<file path="src/hdl/vwhd_pkg.sv">
package vwhd_pkg;

  // Table sizes and derived widths.
  localparam int MAX_VERTICES = 4096;
  localparam int TABLE_SLOTS  = 8192;
  localparam int VTX_AW       = $clog2(MAX_VERTICES);
  localparam int SLOT_AW      = $clog2(TABLE_SLOTS);
  localparam int CNT_W        = VTX_AW + 1;
  localparam int STEP_W       = SLOT_AW + 1;
  localparam int COORD_W      = 32;
  localparam int VTX_W        = 3 * COORD_W;
  localparam int IDX_W        = 12;
  localparam int ST_W         = 2;
  localparam int BYTES        = VTX_W / 8;
  localparam int BYTE_CW      = $clog2(BYTES);

  // FNV-1a constants.
  localparam logic [31:0] FNV_BASIS = 32'd2166136261;
  localparam logic [31:0] FNV_PRIME = 32'd16777619;
  localparam logic [31:0] NEG_ZERO  = 32'h8000_0000;

  // Result status codes.
  localparam logic [ST_W-1:0] ST_MATCH = 2'd0;
  localparam logic [ST_W-1:0] ST_NEW   = 2'd1;
  localparam logic [ST_W-1:0] ST_FULL  = 2'd2;

  // Commands from the controller to the datapath.
  typedef struct packed {
    logic            clear;
    logic            load;
    logic            hash_step;
    logic            slot_rd;
    logic            append;
    logic            vert_rd;
    logic            advance;
    logic            res_valid;
    logic [ST_W-1:0] res_status;
  } cmd_t;

  // Status from the datapath to the controller.
  typedef struct packed {
    logic clr_last;
    logic hash_last;
    logic slot_empty;
    logic store_full;
    logic vert_match;
    logic steps_last;
  } sts_t;

endpackage

</file>
<file path="src/hdl/vwhd_ctrl.sv">
module vwhd_ctrl (
  input  logic           clk,
  input  logic           rst_n,
  input  logic           start,
  output logic           busy,
  input  vwhd_pkg::sts_t sts,
  output vwhd_pkg::cmd_t cmd
);
  import vwhd_pkg::*;

  localparam logic [2:0] S_CLEAR    = 3'd0;
  localparam logic [2:0] S_IDLE     = 3'd1;
  localparam logic [2:0] S_HASH     = 3'd2;
  localparam logic [2:0] S_SLOT_RD  = 3'd3;
  localparam logic [2:0] S_SLOT_CHK = 3'd4;
  localparam logic [2:0] S_VERT_CHK = 3'd5;

  logic [2:0] state_r, state_nxt;

  always_ff @(posedge clk) begin
    if (!rst_n) begin
      state_r <= S_CLEAR;
    end else begin
      state_r <= state_nxt;
    end
  end

  // Next state and command decode.
  always_comb begin
    state_nxt = state_r;
    cmd       = '0;
    unique case (state_r)
      S_CLEAR: begin
        cmd.clear = 1'b1;
        if (sts.clr_last) state_nxt = S_IDLE;
      end
      S_IDLE: begin
        if (start) begin
          cmd.load  = 1'b1;
          state_nxt = S_HASH;
        end
      end
      S_HASH: begin
        cmd.hash_step = 1'b1;
        if (sts.hash_last) state_nxt = S_SLOT_RD;
      end
      S_SLOT_RD: begin
        cmd.slot_rd = 1'b1;
        state_nxt   = S_SLOT_CHK;
      end
      S_SLOT_CHK: begin
        if (sts.slot_empty) begin
          cmd.res_valid = 1'b1;
          if (sts.store_full) begin
            cmd.res_status = ST_FULL;
          end else begin
            cmd.append     = 1'b1;
            cmd.res_status = ST_NEW;
          end
          state_nxt = S_IDLE;
        end else begin
          cmd.vert_rd = 1'b1;
          state_nxt   = S_VERT_CHK;
        end
      end
      S_VERT_CHK: begin
        if (sts.vert_match) begin
          cmd.res_valid  = 1'b1;
          cmd.res_status = ST_MATCH;
          state_nxt      = S_IDLE;
        end else if (sts.steps_last) begin
          cmd.res_valid  = 1'b1;
          cmd.res_status = ST_FULL;
          state_nxt      = S_IDLE;
        end else begin
          cmd.advance = 1'b1;
          state_nxt   = S_SLOT_RD;
        end
      end
      default: state_nxt = S_CLEAR;
    endcase
  end

  assign busy = (state_r != S_IDLE);

`ifndef NO_ASSERTIONS
  // An accepted word always enters hashing.
  a_start: assert property (@(posedge clk) disable iff (!rst_n)
    (start && !busy) |=> state_r == S_HASH)
    else $error("accepted word did not start hashing");

  // Append happens only on an empty slot with room in the store.
  a_append: assert property (@(posedge clk) disable iff (!rst_n)
    cmd.append |-> (sts.slot_empty && !sts.store_full))
    else $error("append without room");

  // A result always returns the controller to idle.
  a_result: assert property (@(posedge clk) disable iff (!rst_n)
    cmd.res_valid |=> state_r == S_IDLE)
    else $error("result without return to idle");
`endif

endmodule

</file>
<file path="config.mk">
export PLATFORM = sky130hd
export DESIGN_NAME = vwhd_ctrl
export DESIGN_NICKNAME = d
export VERILOG_FILES = /design/src/hdl/vwhd_pkg.sv /design/src/hdl/vwhd_ctrl.sv
export SDC_FILE = /design/constraint.sdc
export NUM_CORES = 1
export LEC_CHECK = 0
export BUFFER_PORTS_ARGS = -buffer_cell sky130_fd_sc_hd__buf_2
export CAP_MARGIN = 20
export CORE_AREA = 4 4 41 43
export CTS_CLUSTER_SIZE = 12
export DETAILED_ROUTE_END_ITERATION = 7
export DIE_AREA = 0 0 45 47
export PLACE_DENSITY = 0.44
export SETUP_SLACK_MARGIN = 0.15
export SYNTH_ARGS = -nofsm -noshare
export SYNTH_HDL_FRONTEND = slang
export SYNTH_SLANG_ARGS = --single-unit
</file>
<file path="constraint.sdc">
create_clock -name clk -period 1.3 [get_ports clk]
set_clock_uncertainty 0.2 [all_clocks]
set_input_delay 0.065 -clock clk [delete_from_list [all_inputs] [get_ports clk]]
set_output_delay 0.065 -clock clk [all_outputs]
set_load 0.005 [all_outputs]
</file>
# Word level (Yosys, flattened, before mapping)

Cells that the tools add are included.

Equality and inequality tests: 9
Muxes and demuxes: 24
Reduce and logical (&&, ||, !) cells: 2

Operator list:

| kind                                          | number |
|---|---|
| two-way mux 3 bit                             | 8 |
| one-hot mux 3 bit (6 select lines)            | 1 |
| two-way mux 1 bit                             | 11 |
| == test 3 x 2 -> 1 bit, second input constant | 2 |
| == test 3 bit, second input constant          | 2 |
| two-way mux 2 bit                             | 3 |
| != test 2 bit, second input constant          | 3 |
| one-hot mux 3 bit (2 select lines)            | 1 |
| == test 3 x 1 -> 1 bit, second input constant | 1 |
| zero test 3 bit                               | 1 |
| != test 3 x 1 -> 1 bit, second input constant | 1 |
| AND reduction 3 bit                           | 1 |

Bits in registers: 3
Input port bits: 9
Word-level logic and storage cells: 36

# Longest topological paths before layout

Gate-level depths: netlist (run 1).

Word-level depth: 3
Depth in mapped cells: 4

# Worst setup path after synthesis (run 1)

No wires, ideal clock.

Kind: register to register
Start point: reg state_r[0]
End point: reg state_r[1]
Library setup time: 59 ps
Data arrival time: 965 ps
Slack: 76 ps
Cell stages (with the launch flop): 4
Path through: dfxtp_1 -> or3b_4 -> nor2_4 -> o31a_1

Longest elaborated chain between the ends: 3
Elaborated cells on any way between the ends: 11
Those cells by class: eq/ne: 8; mux: 1; reduce/logical: 2

RTL lines:

| element                                              | line            | RTL |
|---|---|---|
| start, declared                                      | vwhd_ctrl.sv:18 | `logic [2:0] state_r, state_nxt;` |
| start signal, assigned                               | vwhd_ctrl.sv:24 | `state_r <= state_nxt;` |
| == test 3 x 2 -> 1 bit, or another cell as far along | vwhd_ctrl.sv:32 | `unique case (state_r)` |
| != test 2 bit (no line)                              | n/a             |  |
| AND reduction 3 bit (no line)                        | n/a             |  |

Parallel ways exist; a longest one is shown, timed or not.
A chain may end at the register's enable or synchronous reset.

==> impl_metrics.env, run 1 <==
export IMPL_status="complete, but fails checks"
export IMPL_failed_checks="setup timing"
export IMPL_post_route_cell_area_um2=558
export IMPL_grt_first_pass_wirelength_um=1480
export IMPL_final_estimated_routing_congestion_in_global_placement=0.679
export IMPL_synth_nets=38
export IMPL_criticalPathCategory="reg2out"
export IMPL_worstSetupStartpointType="flop"
export IMPL_fin_nets=71
export IMPL_final_setup_worst_slack_ns=-0.158
export IMPL_holdCritPathClass="in2reg"
export IMPL_vdd_ir_drop_max_mv=0.535
export IMPL_fin_util_pct=42.9
export IMPL_layout_cells_most_common_list="sky130_fd_sc_hd__buf_2, sky130_fd_sc_hd__buf_6, sky130_fd_sc_hd__clkbuf_4, sky130_fd_sc_hd__dlygate4sd3_1, sky130_fd_sc_hd__dfxtp_4"
export IMPL_drcViolationCount=0
export IMPL_diodes=0
export IMPL_endpoint_kind="output port"
export IMPL_row_count=13
export IMPL_antenna_violations_before_repair=0
export IMPL_detail_route_wl_per_cell_um=11.0
export IMPL_place_detailed_hpwl_um=585
export IMPL_largest_reg_flops=3
export IMPL_synth_ff_latch_count=3
export IMPL_worst_hold_slack_ns=0.0631
export IMPL_wirelength_um=836
export IMPL_drv_max_cap_violation_count=0
export IMPL_period_needed_ns=1.46
export IMPL_crit_fanout=7
export IMPL_top_level_ports=20
export IMPL_crit_buf_inv=1
export IMPL_clock_insertion_delay_worst_skew_ns=0.23
export IMPL_synth_top_cell_area_share_pct=22.5
export IMPL_slew_violations=0
export IMPL_fin_setup_tns_ns=-0.828
export IMPL_initial_core_utilization_pct=20.5
export IMPL_arrival_ns=1.19
export IMPL_cts_reportedPaths_clkPinSlew_ns=0.04
export IMPL_grt_remaining_overflow=0
export IMPL_largest_registers="state_r x3"
export IMPL_floorplan_core_area_um2=1300
export IMPL_worst_slew_pin_transition_ns=0.263
export IMPL_largest_area_contributor_in_the_netlist="sky130_fd_sc_hd__dfxtp_1"
export IMPL_avgViaCountPerCell=4.53
export IMPL_cts_buffers=3
export IMPL_area_growth_pct=109
export IMPL_synth_area_um2=267
export IMPL_tritoncts_clock_tree="built"
export IMPL_max_slew_margin_pct=82.4
export IMPL_numClockSinks=3
export IMPL_die_height_um=47
export IMPL_synth_area_leaders="sky130_fd_sc_hd__dfxtp_1, sky130_fd_sc_hd__nor4b_4, sky130_fd_sc_hd__nor4b_1"
export IMPL_number_of_global_route_vias_before_repair=365
export IMPL_num_vias=344
export IMPL_cp_slowest_cell="sky130_fd_sc_hd__or3b_4"
export IMPL_pwr_density_cell_nw_per_um2=721
export IMPL_synth_yosys_seq_area_share_pct=22.5
export IMPL_detail_route_antenna_nets=0
export IMPL_worstPathCellList="or3b_4 -> nor2_4 -> buf_2"
export IMPL_post_place_cell_area_um2=385
export IMPL_max_clock_freq_mhz=686
export IMPL_groute_usage_overall_pct=9.55
export IMPL_design_die_area_um2=2120
export IMPL_floorplan_die_width_um=45
export IMPL_drt_initial_drc_count=2
export IMPL_avgSynthCellArea_um2=9.19
export IMPL_htreeDepth=1
export IMPL_leakagePower_nw=0.257
export IMPL_layout_commonest_cell="sky130_fd_sc_hd__buf_2"
export IMPL_register_name_with_the_most_flops="state_r"
export IMPL_hold_viol=0
export IMPL_setup_viol=9
export IMPL_min_period_over_period_pct=112
export IMPL_critPathMaxStageDelay_ns=0.40
export IMPL_unrepaired_setup_endpoints_after_global_routing="true"
export IMPL_worst_endpoint_required_ns=1.03
export IMPL_final_layout_size_suffix_gt1_share_pct=72.1
export IMPL_maximum_number_of_pins_on_one_net_before_global_route_repair=8
export IMPL_netlist_instances=29
export IMPL_crit_family="simple AND/OR/NAND/NOR gates"
export IMPL_cts_root_buf="sky130_fd_sc_hd__clkbuf_4"
export IMPL_yosys_warnings=0
export IMPL_place_port_buffers=19
export IMPL_synth_distinct_cells=21
export IMPL_length_of_the_first_detailed_routing_pass_in_iterations=2
export IMPL_clock_tree_buffer_depth=2
## metrics by stage
step           power [mW]  instances  setup slack (ns)
4_1_cts             0.406         74            -0.172
2_1_floorplan       0.160         29            0.0851
3_3_place_gp        0.202         63            0.0328
3_5_place_dp        0.201         63            0.0329
6_report            0.402         76            -0.158
5_1_grt             0.437         76            -0.208
## power breakdown
group / leakage [nW] / switching (mW) / internal, mW / total [mW]
registers: 0.0267 / 0.00961 / 0.0971 / 0.107
clock network: 0.0150 / 0.0438 / 0.115 / 0.158
logic: 0.215 / 0.0580 / 0.0792 / 0.137
total: 0.257 / 0.111 / 0.291 / 0.402
## worst min-delay path, cell delays in order
cell,delay [ns]
sky130_fd_sc_hd__buf_2,0.15
sky130_fd_sc_hd__nor3_4,0.06
sky130_fd_sc_hd__o21a_1,0.17
## synthesized netlist by cell type
cell	n
sky130_fd_sc_hd__nor4b_1	2
sky130_fd_sc_hd__and4bb_1	1
sky130_fd_sc_hd__and3b_1	1
sky130_fd_sc_hd__buf_2	1
sky130_fd_sc_hd__o31a_1	1
sky130_fd_sc_hd__nor4b_4	1
sky130_fd_sc_hd__a211oi_1	1
sky130_fd_sc_hd__dfxtp_1	3
sky130_fd_sc_hd__nor3b_1	1
sky130_fd_sc_hd__nor2_1	3
sky130_fd_sc_hd__o21a_1	1
sky130_fd_sc_hd__or3b_4	1
sky130_fd_sc_hd__a21boi_1	1
sky130_fd_sc_hd__o21bai_1	1
sky130_fd_sc_hd__nand2b_4	1
sky130_fd_sc_hd__a21oi_1	2
sky130_fd_sc_hd__nor3_1	2
sky130_fd_sc_hd__inv_1	1
sky130_fd_sc_hd__nor2_4	1
sky130_fd_sc_hd__nand3b_1	2
sky130_fd_sc_hd__nor2b_1	1
## cell type report
cell class / count / area (um^2)
Clock buffer: 4 / 26.3
Multi-Input combinational cell: 24 / 248
Sequential cell: 3 / 71.3
Tap cell: 15 / 18.8
Timing Repair Buffer: 29 / 190
Inverter: 1 / 3.75
Fill cell: 146 / 743
## repair_timing
action | CTS | global route
setup buffers | 3 | 2
endpoints found under the setup margin | 14 | 14
pin swaps | 5 | 3
cloned | 1 | 0
resized for setup | 13 | 5
endpoints found under the hold margin | 3 | 0
hold buffers | 3 | 0
## cells by family (layout without fill, tap and decap cells)
group,count (synthesis),after routing,synth area share [%]
DFF,3,3,22.5
buffers and inverters,2,34,3.28
AOI/OAI and AO/OA,7,7,18.3
and+or+nand+nor,17,17,55.9
## metal layers
metal	global-route usage (%)	up-vias	wire length (um)
met3	3.45	0	50
met1	11.1	163	356
met4	3.51	0	0
met5	0	-	0
li1	-	173	-
met2	16.1	8	430
## final timing paths
check,from,end,slack (ns),depth (start not counted)
setup / recovery,state_r[0]$_SDFFE_PN0P_,cmd[8],-0.16,3
hold / removal,sts[3],state_r[2]$_SDFFE_PN0P_,0.06,3
setup reg to reg,state_r[0]$_SDFFE_PN0P_,state_r[1]$_SDFFE_PN0P_,-0.09,5
hold reg to reg,state_r[1]$_SDFFE_PN0P_,state_r[0]$_SDFFE_PN0P_,0.36,2
No activity file was read; power rests on OpenSTA's default activity.
==> run 2: changes to the inputs <==
- ABC_AREA: not set -> 1
- PLACE_DENSITY: 0.44 -> 0.45
- clock period: 1.3 -> 1.9 ns (I/O delays scaled with it)
==> run 2 against run 1 <==
  * The run ends with hold timing left
  * Utilization is 11 points lower
  * Critical path depth did not move
  * Die area unchanged
  * Critical path type unchanged
  * Area after synthesis is 5.6% higher
  * Critical endpoint is now cmd[1]
==> impl_metrics.env, run 2 <==
export IMPL_failed_checks="hold timing"
export IMPL_length_of_the_first_detailed_routing_pass_in_iterations=4
export IMPL_hold_path_cell_count=3
export IMPL_synth_top_family_by_area="simple AND/OR/NAND/NOR gates"
export IMPL_fin_util_pct=32.3
export IMPL_synth_most_common_cell="sky130_fd_sc_hd__nor2_1"
export IMPL_reg2reg_setup_slack_ns=0.57
export IMPL_area_share_of_xor_xnor_cells_in_the_synthesized_design_pct=0
export IMPL_drcViolationCount=0
export IMPL_avgViaCountPerCell=4.14
export IMPL_final_estimated_routing_congestion_in_global_placement=0.684
export IMPL_fin_total_pwr_uw=414
export IMPL_avgSynthCellArea_um2=6.12
export IMPL_synthTopCellsByCount="sky130_fd_sc_hd__nor2_1, sky130_fd_sc_hd__nand3_1, sky130_fd_sc_hd__inv_1, sky130_fd_sc_hd__nand2_1"
export IMPL_synth_distinct_cells=15
export IMPL_die_height_um=47
export IMPL_largest_registers="state_r x3"
export IMPL_area_growth_pct=49.3
export IMPL_cts_root_buf="sky130_fd_sc_hd__clkbuf_4"
export IMPL_floorplan_die_width_um=45
export IMPL_hold_viol=1
export IMPL_groute_usage_overall_pct=7.89
export IMPL_synth_area_um2=282
export IMPL_wirelength_um=750
export IMPL_fin_nets=79
export IMPL_antenna_violations_before_repair=0
export IMPL_fin_setup_tns_ns=0
export IMPL_htreeDepth=1
export IMPL_leakagePower_nw=0.248
export IMPL_drt_initial_drc_count=6
export IMPL_holdCritPathClass="in2reg"
export IMPL_top_level_ports=20
export IMPL_vdd_ir_drop_max_mv=0.340
export IMPL_cts_setup_buffers=0
export IMPL_final_layout_size_suffix_gt1_share_pct=43.5
export IMPL_worst_hold_slack_ns=-0.000541
export IMPL_instances_no_fill=84
export IMPL_clock_tree_buffer_depth=2
export IMPL_numClockSinks=3
export IMPL_yosys_area_share_simple_pct=56.0
export IMPL_largest_reg_flops=3
export IMPL_initial_core_utilization_pct=21.6
export IMPL_cts_buffers=3
export IMPL_grt_remaining_overflow=0
export IMPL_period_needed_ns=1.61
export IMPL_yosys_warnings=0
export IMPL_layout_commonest_cell="sky130_fd_sc_hd__buf_2"
export IMPL_post_cts_resize_count=0
export IMPL_detail_route_antenna_nets=0
export IMPL_asyncSetResetFlopFracSynth_pct=0
export IMPL_largest_area_contributor_in_the_netlist="sky130_fd_sc_hd__dfxtp_1"
export IMPL_unrepaired_setup_endpoints_after_global_routing="false"
export IMPL_netlist_instances=46
export IMPL_synth_area_leaders="sky130_fd_sc_hd__dfxtp_1, sky130_fd_sc_hd__nor2_1, sky130_fd_sc_hd__nand3_1"
export IMPL_max_clock_freq_mhz=622
export IMPL_worst_endpoint_required_ns=1.60
export IMPL_diodes=0
export IMPL_setup_viol=0
export IMPL_worst_slew_pin_transition_ns=0.458
export IMPL_slew_violations=0
export IMPL_synth_nets=55
export IMPL_max_slew_margin_pct=69.5
export IMPL_reg2reg_from="state_r[2]$_SDFFE_PN0P_"
export IMPL_detail_route_wl_per_cell_um=8.93
export IMPL_num_vias=348
export IMPL_r2r_worst_path_cells=5
export IMPL_row_count=13
export IMPL_arrival_ns=1.31
export IMPL_grt_first_pass_wirelength_um=1230
export IMPL_synth_enable_flop_cells=0
export IMPL_synth_yosys_seq_area_share_pct=21.3
export IMPL_synth_ff_latch_count=3
export IMPL_floorplan_core_area_um2=1300
export IMPL_register_name_with_the_most_flops="state_r"
export IMPL_worstSetupStartpointType="flop"
export IMPL_min_delay_start="sts[3]"
export IMPL_crit_fanout=10
export IMPL_synthMuxAreaShare_pct=0
export IMPL_endpoint_kind="output port"
export IMPL_criticalPathCategory="reg2out"
export IMPL_place_detailed_hpwl_um=599
export IMPL_min_period_over_period_pct=84.7
export IMPL_design_die_area_um2=2120
export IMPL_synth_top_cell_area_share_pct=21.3
export IMPL_number_of_global_route_vias_before_repair=320
export IMPL_tritoncts_clock_tree="built"
export IMPL_drv_max_cap_violation_count=0
export IMPL_synth_main_ff_cell="sky130_fd_sc_hd__dfxtp_1"
export IMPL_clock_insertion_delay_worst_skew_ns=0.23
export IMPL_dp_cell_count=79
export IMPL_status="complete, but fails checks"
export IMPL_place_port_buffers=19
export IMPL_layout_cells_most_common_list="sky130_fd_sc_hd__buf_2, sky130_fd_sc_hd__nor2_1, sky130_fd_sc_hd__nand3_1"
export IMPL_min_delay_worst_endpoint="state_r[2]$_SDFFE_PN0P_"
export IMPL_post_synth_fa_ha_maj_area_fraction_pct=0
export IMPL_post_synthesis_compound_gate_area_fraction_pct=8.00
export IMPL_maximum_number_of_pins_on_one_net_before_global_route_repair=11
export IMPL_cts_reportedPaths_clkPinSlew_ns=0.04
export IMPL_crit_reg2reg_capture="state_r[1]$_SDFFE_PN0P_"
export IMPL_pwr_density_cell_nw_per_um2=984
==> run 2: worst max-delay path, cell delays in order, from the launching register on <==
cell	delay, ns
sky130_fd_sc_hd__dfxtp_1	0.59
sky130_fd_sc_hd__nand3_1	0.22
sky130_fd_sc_hd__o21ai_1	0.15
sky130_fd_sc_hd__buf_2	0.12
==> run 2: power breakdown <==
part           leakage, nW  total [mW]  internal [mW]  switching, mW
Clock               0.0150       0.112         0.0787         0.0333
Combinational        0.209       0.199         0.0841          0.114
Sequential          0.0247       0.103         0.0795         0.0237
Total                0.248       0.414          0.242          0.171
==> run 2: cells by family (layout without fill, tap and decap cells) <==
family | Yosys count | after routing
buffers and inverters | 9 | 32
and+or+nand+nor | 30 | 30
DFF | 3 | 3
AOI/OAI and AO/OA | 4 | 4
==> run 2: worst max-delay path by stage <==
stage	to	cells past startpoint	startpoint	slack [ns]
after floorplan	cmd[1]	3	state_r[1]$_SDFFE_PN0P_	0.79
final	cmd[1]	3	state_r[2]$_SDFFE_PN0P_	0.29
after global placement	cmd[1]	3	state_r[2]$_SDFFE_PN0P_	0.53
after CTS	cmd[1]	3	state_r[2]$_SDFFE_PN0P_	0.28
after detailed placement	cmd[1]	3	state_r[2]$_SDFFE_PN0P_	0.53
after global routing	cmd[0]	3	state_r[2]$_SDFFE_PN0P_	0.17
==> run 2: per-layer routing <==
layer | part of all wire, % | track usage (%) | up-vias
li1 | - | - | 192
met1 | 49 | 10.7 | 138
met2 | 39 | 11.3 | 18
met3 | 12 | 2.68 | 0
met4 | 0 | 3.51 | 0
met5 | 0 | 0 | -
==> run 2: metrics by stage <==
| step | hold WS [ns] | setup slack, ns | cell area [um^2] |
|---|---|---|---|
| floorplan | 0.0128 | 0.788 | 282 |
| global placement | 0.134 | 0.532 | 384 |
| detailed placement | 0.141 | 0.528 | 384 |
| CTS | 0.00192 | 0.279 | 420 |
| global route | 0.0233 | 0.172 | 420 |
| finish | -0.000541 | 0.291 | 420 |
==> run 2: repair_timing <==
| item | in CTS | in global routing |
|---|---|---|
| endpoints found under the hold margin | 3 | 0 |
| hold buffers | 1 | 0 |
| setup endpoints to repair | 0 | 0 |
==> run 2: final cells by class <==
type | count | area (um^2)
well taps | 15 | 18.8
repair buffers | 20 | 105
flip-flops and latches | 3 | 60.1
clock buffers | 4 | 26.3
inverters | 8 | 30.0
multi-input cells | 34 | 180
fillers | 156 | 881
